[config.mk]
export PLATFORM = sky130hd
export DESIGN_NAME = lbh_ctrl
export DESIGN_NICKNAME = d
export VERILOG_FILES = /design/src/sv/lbh_pkg.sv /design/src/sv/lbh_ctrl.sv
export SDC_FILE = /design/constraint.sdc
export NUM_CORES = 1
export LEC_CHECK = 0
export BUFFER_PORTS_ARGS = -buffer_cell sky130_fd_sc_hd__buf_2
export CAP_MARGIN = 20
export CORE_AREA = 2 2 39 41
export DETAILED_ROUTE_END_ITERATION = 10
export DIE_AREA = 0 0 41 43
export GPL_TIMING_DRIVEN = 0
export MAX_ROUTING_LAYER = met4
export REMOVE_ABC_BUFFERS = 1
export SYNTH_ARGS = -nofsm -noshare
export SYNTH_HDL_FRONTEND = slang
export SYNTH_SLANG_ARGS = --single-unit
[constraint.sdc]
create_clock -name clk -period 1.1 [get_ports clk]
set_input_delay 0.11 -clock clk [delete_from_list [all_inputs] [get_ports clk]]
set_output_delay 0.11 -clock clk [all_outputs]
set_load 0.005 [all_outputs]
[src/sv/lbh_pkg.sv]
`timescale 1ns / 1ps
package lbh_pkg;
    localparam int MAX_BINS_DEF      = 512;
    localparam int LOG_FRAC_BITS_DEF = 16;
    localparam int COUNT_WIDTH_DEF   = 32;
    localparam int OBS_FRAC_BITS     = 16;
    localparam int CFG_IDX_W         = 1;

    localparam logic [CFG_IDX_W-1:0] REG_BINS_IN_USE     = 1'd0;
    localparam logic [CFG_IDX_W-1:0] REG_BINS_PER_OCTAVE = 1'd1;

    localparam logic OP_ADD  = 1'b0;
    localparam logic OP_READ = 1'b1;

    localparam logic [1:0] ST_OK      = 2'd0;
    localparam logic [1:0] ST_INVALID = 2'd1;
    localparam logic [1:0] ST_RANGE   = 2'd2;

    typedef struct packed {
        logic [8:0]  bin_index;
        logic [31:0] observation;
        logic        op;
    } in_item_t;

    typedef struct packed {
        logic [1:0]  status;
        logic [8:0]  bin_index;
        logic [31:0] bin_count;
        logic [31:0] min_seen;
        logic [31:0] max_seen;
        logic [63:0] log_acc;
    } out_item_t;

    // controller -> datapath
    typedef struct packed {
        logic load;      // capture input item, start log unit
        logic log_step;  // advance the squaring unit one phase
        logic bin_calc;  // register bin index from L
        logic mem_read;  // issue counter read
        logic commit;    // write back and form result
        logic clr_step;  // clearing pass write
    } dp_cmd_t;

    // datapath -> controller
    typedef struct packed {
        logic log_done;
        logic is_add;
        logic needs_log;
        logic clr_done;
    } dp_stat_t;
endpackage

[src/sv/lbh_ctrl.sv]
`timescale 1ns / 1ps
module lbh_ctrl (
    input  logic              clk,
    input  logic              rst_n,
    input  logic              in_valid,
    output logic              in_ready,
    output logic              out_valid,
    input  logic              out_ready,
    input  lbh_pkg::dp_stat_t stat,
    output lbh_pkg::dp_cmd_t  cmd
);
    import lbh_pkg::*;

    typedef enum logic [2:0] {S_CLEAR, S_IDLE, S_LOG, S_BIN, S_READ, S_COMMIT} state_t;

    state_t state_reg, state_next;
    logic   out_valid_reg, out_valid_next;

    // write-back waits until the output register is free or being taken
    logic out_free;
    assign out_free  = !out_valid_reg || out_ready;
    assign in_ready  = (state_reg == S_IDLE);
    assign out_valid = out_valid_reg;

    always_comb
    begin
        state_next     = state_reg;
        out_valid_next = out_valid_reg && !out_ready;
        cmd            = '0;
        case (state_reg)
            S_CLEAR:
            begin
                cmd.clr_step = 1'b1;
                if (stat.clr_done)
                begin
                    state_next = S_IDLE;
                end
            end
            S_IDLE:
            begin
                if (in_valid && in_ready)
                begin
                    cmd.load   = 1'b1;
                    state_next = S_LOG;
                end
            end
            S_LOG:
            begin
                if (stat.needs_log)
                begin
                    cmd.log_step = 1'b1;
                    if (stat.log_done)
                    begin
                        state_next = S_BIN;
                    end
                end
                else
                begin
                    cmd.mem_read = 1'b1;
                    state_next   = S_READ;
                end
            end
            S_BIN:
            begin
                cmd.bin_calc = 1'b1;
                state_next   = S_READ;
            end
            S_READ:
            begin
                cmd.mem_read = 1'b1;
                state_next   = S_COMMIT;
            end
            S_COMMIT:
            begin
                if (out_free)
                begin
                    cmd.commit     = 1'b1;
                    out_valid_next = 1'b1;
                    state_next     = S_IDLE;
                end
            end
            default:
            begin
                state_next = S_IDLE;
            end
        endcase
    end

    always_ff @(posedge clk or negedge rst_n)
    begin
        if (!rst_n)
        begin
            state_reg     <= S_CLEAR;
            out_valid_reg <= 1'b0;
        end
        else
        begin
            state_reg     <= state_next;
            out_valid_reg <= out_valid_next;
        end
    end
endmodule

==> results by group, run 1 <==
Drt
  – Drt drc: 0
  – WL final: 774 um
  – DR pass1 iterations: 4
  – Number of routed nets with antenna violations: 0
  – WL per Instance: 10.8 um
  – Routed via count: 314
  – Vias per std cell: 4.36
  – Iter 0 DRT Violations: 8

Critical path
  – FF-to-FF End: state_reg[2]
  – CP Launch Type: flop
  – Critical Path Sink: cmd[2]
  – Critical path startpoint: state_reg[1]
  – Critical Path RT: 0.99 ns
  – CP Capture Type: primary output
  – FF-to-FF Start: state_reg[1]
  – Kind of critical path: reg2out
  – Max FO, Critical Path: 6
  – Critical path data arrival time: 1.16 ns
  – Setup slack, reg-to-reg: 0.05 ns
  – Worst r2r path cells: 4

Final layout
  – Fin area: 480 um^2
  – FF/Latch Area: 104 um^2
  – Area grow syn2layout: 92.0%
  – Layout net count: 66
  – Max FFs per register: 3
  – # diodes: 0
  – Share of cells above drive strength 1: 66.1%
  – Area of combinational cells with multiple inputs: 173 um^2
  – Layout Utilization: 34.7%
  – Fin cells: 72
  – FILL cells: 154

Logic synthesis
  – FF+latch count, synth: 4
  – Synth Instances: 30
  – Synth area leaders: dfrtp_1 (40%), nor2b_1 (7.5%), nand2_1 (6.0%)
  – Top cell type by total area after synthesis: dfrtp_1
  – Synth Cell Area: 250 um^2
  – Synth top area share: 40.0%
  – Post-synthesis sequential area ratio: 40.0%
  – Synth unique cells: 18
  – Post-Syn Area per Cell: 8.34 um^2
  – Synth warnings: 0

Global route
  – First-pass GRT wire length: 1210 um
  – Largest net degree at the start of global routing: 7
  – Tot GR Track Use: 11.4%
  – GRT overflow: 0
  – Met2 Use GR: 16.6%
  – Initial antenna violation count: 0
  – Met1 usage: 11.7%
  – Most Crowded Layer GR: met2
  – GR Layer Usage met3: 6.28%
  – Vias in the first global route: 282

Placement
  – Placed cells: 59
  – Placed inst area: 333 um^2
  – IO buf count: 14
  – Post-Place Setup Slack: -0.0494 ns
  – GPL Wtd Cong: 0.758
  – DPL Wire Length: 469 um

Power and ir drop
  – Logic pwr share: 59.9%
  – Internal: 0.817 mW
  – Pwr per Cell Area: 2670 mW/mm^2
  – Leakage power: 0.246 nW
  – Clock network fraction of design power: 14.3%
  – Sw Share: 36.2%
  – Sw Pwr: 0.463 mW
  – Max IR drop VDD: 0.751 mV
  – Register share of total power: 25.8%
  – Design Power: 1.28 mW

Timing
  – Final critical-path required period: 1.27 ns
  – Worst slew pin tran: 0.198 ns
  – RSZ-0062 raised after global routing: yes
  – Setup_tns: -0.571 ns
  – Final worst setup slack: -0.167 ns
  – Slew Limit Fails: 0
  – Final hold slack: 0.140 ns
  – Period utilization: 115%
  – Final Hold Fails: 0
  – Fmax: 0.789 GHz
  – Clock Skews: 0.00457 ns
  – Slew headroom: 86.8%
  – Final setup fails: 7

Die
  – Die X: 41 um
  – Core outline area: 0.00138 mm^2
  – Die area: 0.00176 mm^2
  – Ports: 16
  – Rows: 14
  – Initial Utilization: 18.1%
  – Die Y: 43 um

Clocking
  – Reg clk slew, reported paths: 0.04 ns
  – Clock sink count: 4
  – CTS tree: yes
  – H-tree depth: 1
  – Total CTS buffers: 3
  – Root Driver: clkbuf_4
  – Max clock buf depth: 2
  – Clk_lat worst skew: 0.24 ns

Worst hold path
  – Hold crit path type: in2reg

Outcome
  – Failing checks: setup timing
  – Status: finished with violations

Flow run
  – Max-Cap Viols: 0
-- cell families (layout without fill, tap and decap cells) --
logic type	count (synthesis)	in the layout	share of synthesized area, %
compound gates	7	7	18.0
buf+inv	2	28	4.50
flops	4	4	40.0
simple gates	17	17	37.5
-- critical path, stage by stage (launching register included) --
cell	delay (ns)
dfrtp_2	0.47
nand2b_4	0.17
o21a_1	0.10
nor2_1	0.07
buf_2	0.11
-- worst min path at each step --
stage,start,to,slack [ns],cells past startpoint
5_1_grt,stat[3],state_reg[0],0.15,3
4_1_cts,stat[3],state_reg[0],0.14,3
3_5_place_dp,rst_n,out_valid,-0.08,1
3_3_place_gp,rst_n,out_valid,-0.08,1
2_1_floorplan,rst_n,out_valid,-0.19,0
6_report,stat[3],state_reg[0],0.14,3
-- final cells by class --
cell class              count  area share, %
inverters                   1          0.781
multi-input cells          24           35.9
flip-flops and latches      4           21.6
repair buffers             24           32.8
well taps                  16           4.17
clock buffers               3           4.69
-- per-layer routing --
| layer | up-vias | wire (um) |
|---|---|---|
| met5 | - | 0 |
| met4 | 0 | 13 |
| met3 | 2 | 51 |
| met2 | 12 | 400 |
| met1 | 145 | 308 |
| li1 | 155 | - |
-- power groups by stage --
stage                     registers (mW)  clock network, mW  logic, mW
after CTS                          0.324              0.188      0.732
after global placement             0.331                  0      0.408
after global routing               0.342              0.198      0.839
final                              0.331              0.183      0.766
after floorplan                    0.306                  0      0.268
after detailed placement           0.333                  0      0.417
-- synthesized netlist by cell type --
library cell,number
o21ai_1,2
nor2b_1,3
and2_1,1
buf_4,1
nand2b_1,2
a21o_1,1
nand2b_2,1
nand2_1,4
o21a_1,1
nor3_2,1
dfrtp_1,4
nor3_1,1
a31oi_1,1
o21ai_0,1
and3_1,1
a2bb2oi_1,1
nor2_1,3
inv_2,1
-- layout by cell type, fill, tap and decap left out --
cell type / Yosys / final
a21o_1: 1 / 1
a2bb2oi_1: 1 / 1
a31oi_2: 0 / 1
and2_1: 1 / 1
and3_4: 0 / 1
buf_2: 0 / 13
buf_4: 1 / 8
buf_6: 0 / 2
clkbuf_4: 0 / 3
dfrtp_1: 4 / 1
dfrtp_2: 0 / 3
dlygate4sd3_1: 0 / 1
inv_2: 1 / 1
nand2_1: 4 / 4
nand2b_1: 2 / 1
nand2b_4: 0 / 2
nor2_1: 3 / 3
nor2b_1: 3 / 1
nor2b_2: 0 / 1
nor2b_4: 0 / 1
nor3_1: 1 / 1
nor3_2: 1 / 1
o21a_1: 1 / 1
o21ai_0: 1 / 1
o21ai_1: 2 / 2
-- repair_timing --
item,in CTS,in global routing
hold endpoints to repair,4,0
gates resized for setup,11,1
pin swaps,1,0
setup buffers,8,1
hold buffers,1,0
endpoints found under the setup margin,7,7
(Power assumes the default switching activity.)
==> run 2: changes to the inputs <==
--- a/config.mk
+++ b/config.mk
@@ -6,13 +6,13 @@
 export NUM_CORES = 1
 export LEC_CHECK = 0
 export BUFFER_PORTS_ARGS = -buffer_cell sky130_fd_sc_hd__buf_2
-export CAP_MARGIN = 20
 export CORE_AREA = 2 2 39 41
 export DETAILED_ROUTE_END_ITERATION = 10
 export DIE_AREA = 0 0 41 43
 export GPL_TIMING_DRIVEN = 0
 export MAX_ROUTING_LAYER = met4
 export REMOVE_ABC_BUFFERS = 1
+export SLEW_MARGIN = 20
 export SYNTH_ARGS = -nofsm -noshare
 export SYNTH_HDL_FRONTEND = slang
 export SYNTH_SLANG_ARGS = --single-unit
==> constraint.sdc (replaced) <==
create_clock -name clk -period 1.3 [get_ports clk]
set_input_delay 0.13 -clock clk [delete_from_list [all_inputs] [get_ports clk]]
set_output_delay 0.13 -clock clk [all_outputs]
set_load 0.005 [all_outputs]
==> run 2 against run 1 <==
Net effect:
- the flow now finishes without violations
- final area down 12%
- clock power decreased by 16%
- hold slack better by 0.018 ns
- highest routed layer unchanged
- largest cell class unchanged
- clock skew decreased by 0.00056 ns
- register-to-register slack better by 0.22 ns
- non-clock buffer count decreased by 4
- via count shrank 8.0%
- global-route usage shrank 1.2 points
- die area unchanged
- cell count shrank 5.6%
- sequential power is 17% lower
==> results by group, run 2 (synthesized netlist as in run 1, its figures left out) <==
Outcome
  – Status: complete, no violations

Drt
  – Iter 0 DRT Violations: 5 (-3)
  – DR pass1 iterations: 2 (-2)
  – WL final: 649 um (-16%)
  – Number of routed nets with antenna violations: 0 (unchanged)
  – Vias per std cell: 4.25 (-2.5%)
  – Drt drc: 0 (unchanged)
  – WL per Instance: 9.54 um (-11%)
  – Routed via count: 289 (-8.0%)

Timing
  – Final critical-path required period: 1.29 ns
  – Final Hold Fails: 0 (unchanged)
  – Final setup fails: 0 (-7)
  – Worst slew pin tran: 0.167 ns (-0.0306 ns)
  – Slew Limit Fails: 0 (unchanged)
  – Setup_tns: 0 ns (+0.571 ns)
  – Fmax: 0.773 GHz
  – Clock Skews: 0.00401 ns (-0.000564 ns)
  – RSZ-0062 raised after global routing: yes
  – Slew headroom: 88.8% (+2.0 points)
  – Final hold slack: 0.158 ns (+0.0185 ns)
  – Period utilization: 99.5%

Final layout
  – Layout Utilization: 30.7% (-4.1 points)
  – Most common cell after layout, fill and taps aside: buf_2
  – Layout net count: 62 (-6.1%)
  – Fin cells: 68 (-5.6%)
  – Area grow syn2layout: 69.5%
  – Max FFs per register: 3 (unchanged)
  – # diodes: 0 (unchanged)
  – Most frequent cells in the layout: buf_2 (14), buf_4 (5), nand2_1 (4)
  – Share of cells above drive strength 1: 59.6% (-6.5 points)

Critical path
  – Max FO, Critical Path: 8 (+2)
  – Critical path data arrival time: 1.16 ns (about the same)
  – Kind of critical path: reg2out
  – CP Capture Type: primary output
  – CP Launch Type: flop
  – Worst r2r path cells: 4 (unchanged)
  – Critical Path RT: 1.17 ns (+0.18 ns)

Global route
  – Vias in the first global route: 242 (-14%)
  – Tot GR Track Use: 10.1% (-1.2 points)
  – GR Layer Usage met3: 6.28% (unchanged)
  – Met1 usage: 12.0% (+0.32 points)
  – First-pass GRT wire length: 1080 um (-10%)
  – GRT overflow: 0 (unchanged)
  – Largest net degree at the start of global routing: 10 (+3)
  – Most Crowded Layer GR: met2
  – Met2 Use GR: 12.5% (-4.1 points)
  – Initial antenna violation count: 0 (unchanged)

Worst hold path
  – Hold crit path type: in2reg
  – Hold Path Depth: 3 (unchanged)

Clocking
  – Clock sink count: 4 (unchanged)
  – Clk_lat worst skew: 0.24 ns (about the same)
  – Root Driver: clkbuf_4
  – Max clock buf depth: 2 (unchanged)
  – H-tree depth: 1 (unchanged)
  – CTS tree: yes
  – Total CTS buffers: 3 (unchanged)
  – Reg clk slew, reported paths: 0.03 ns (about the same)

Placement
  – Placed cells: 59 (unchanged)
  – GPL Wtd Cong: 0.758 (unchanged)
  – IO buf count: 14 (unchanged)
  – DPL Wire Length: 469 um (unchanged)

Die
  – Ports: 16 (unchanged)
  – Core outline area: 0.00138 mm^2 (unchanged)
  – Die X: 41 um (unchanged)
  – Die Y: 43 um (unchanged)
  – Die area: 0.00176 mm^2 (unchanged)
  – Initial Utilization: 18.1% (unchanged)
  – Rows: 14 (unchanged)

Power and ir drop
  – Pwr per Cell Area: 2210 mW/mm^2 (-17%)
  – Leakage power: 0.220 nW (-11%)
  – Max IR drop VDD: 0.592 mV (-21%)

Flow run
  – Max-Cap Viols: 0 (unchanged)
## run 2: changes by cell type in the layout (fill, tap and decap cells not counted)
| cell | delta |
|---|---|
| nor2b_2 | +1 |
| buf_4 | -3 |
| buf_2 | +1 |
| nor2b_4 | -1 |
| a31oi_2 | -1 |
| a31oi_1 | +1 |
| buf_6 | -2 |
| and3_4 | -1 |
| and3_1 | +1 |
## run 2: cell type report
cell class | count | area, um^2
timing repair buffer | 20 | 118
sequential | 4 | 104
clock buffer | 3 | 22.5
multi-input combinational | 24 | 156
tap | 16 | 20.0
inverter | 1 | 3.75
fill | 153 | 960
## run 2: power breakdown
group	internal, mW	total [mW]	switching (mW)
logic	0.299	0.506	0.207
clock network	0.103	0.154	0.0507
registers	0.188	0.275	0.0869
## run 2: worst paths after layout
check                      slack (ns)          from      endpoint
setup / recovery                0.007  state_reg[0]        cmd[1]
hold / removal                   0.16       stat[3]  state_reg[0]
setup reg to reg                 0.27  state_reg[1]  state_reg[2]
hold reg to reg                  0.53     out_valid     out_valid
max in group asynchronous        0.94         rst_n  state_reg[2]
min in group asynchronous        0.22         rst_n     out_valid
## run 2: critical path: stages, from the launching register on
cell and delay [ns]:
dfrtp_2 0.45, nor2b_2 0.19, and3_1 0.17, buf_2 0.12
## run 2: per-stage QoR
stage	setup slack [ns]	cell area, um^2	power, mW
after floorplan	0.275	243	0.486
after global placement	0.136	333	0.626
after detailed placement	0.131	333	0.635
after CTS	0.00116	399	0.885
after global routing	-0.0457	424	1.03
final	0.00676	424	0.936
## run 2: layer usage
| metal | share of wire [%] | routed length, um |
|---|---|---|
| met3 | 7.9 | 51 |
| met1 | 44 | 285 |
| met4 | 2.0 | 13 |
| met2 | 46 | 298 |
| met5 | 0 | 0 |
## run 2: repair_timing
action                                  in CTS  in global routing
gates resized for setup                      6                  1
hold buffers                                 1                  0
pin swaps                                    0                  0
endpoints found under the setup margin       4                  4
buffers inserted                             2                  3
endpoints found under the hold margin        4                  0
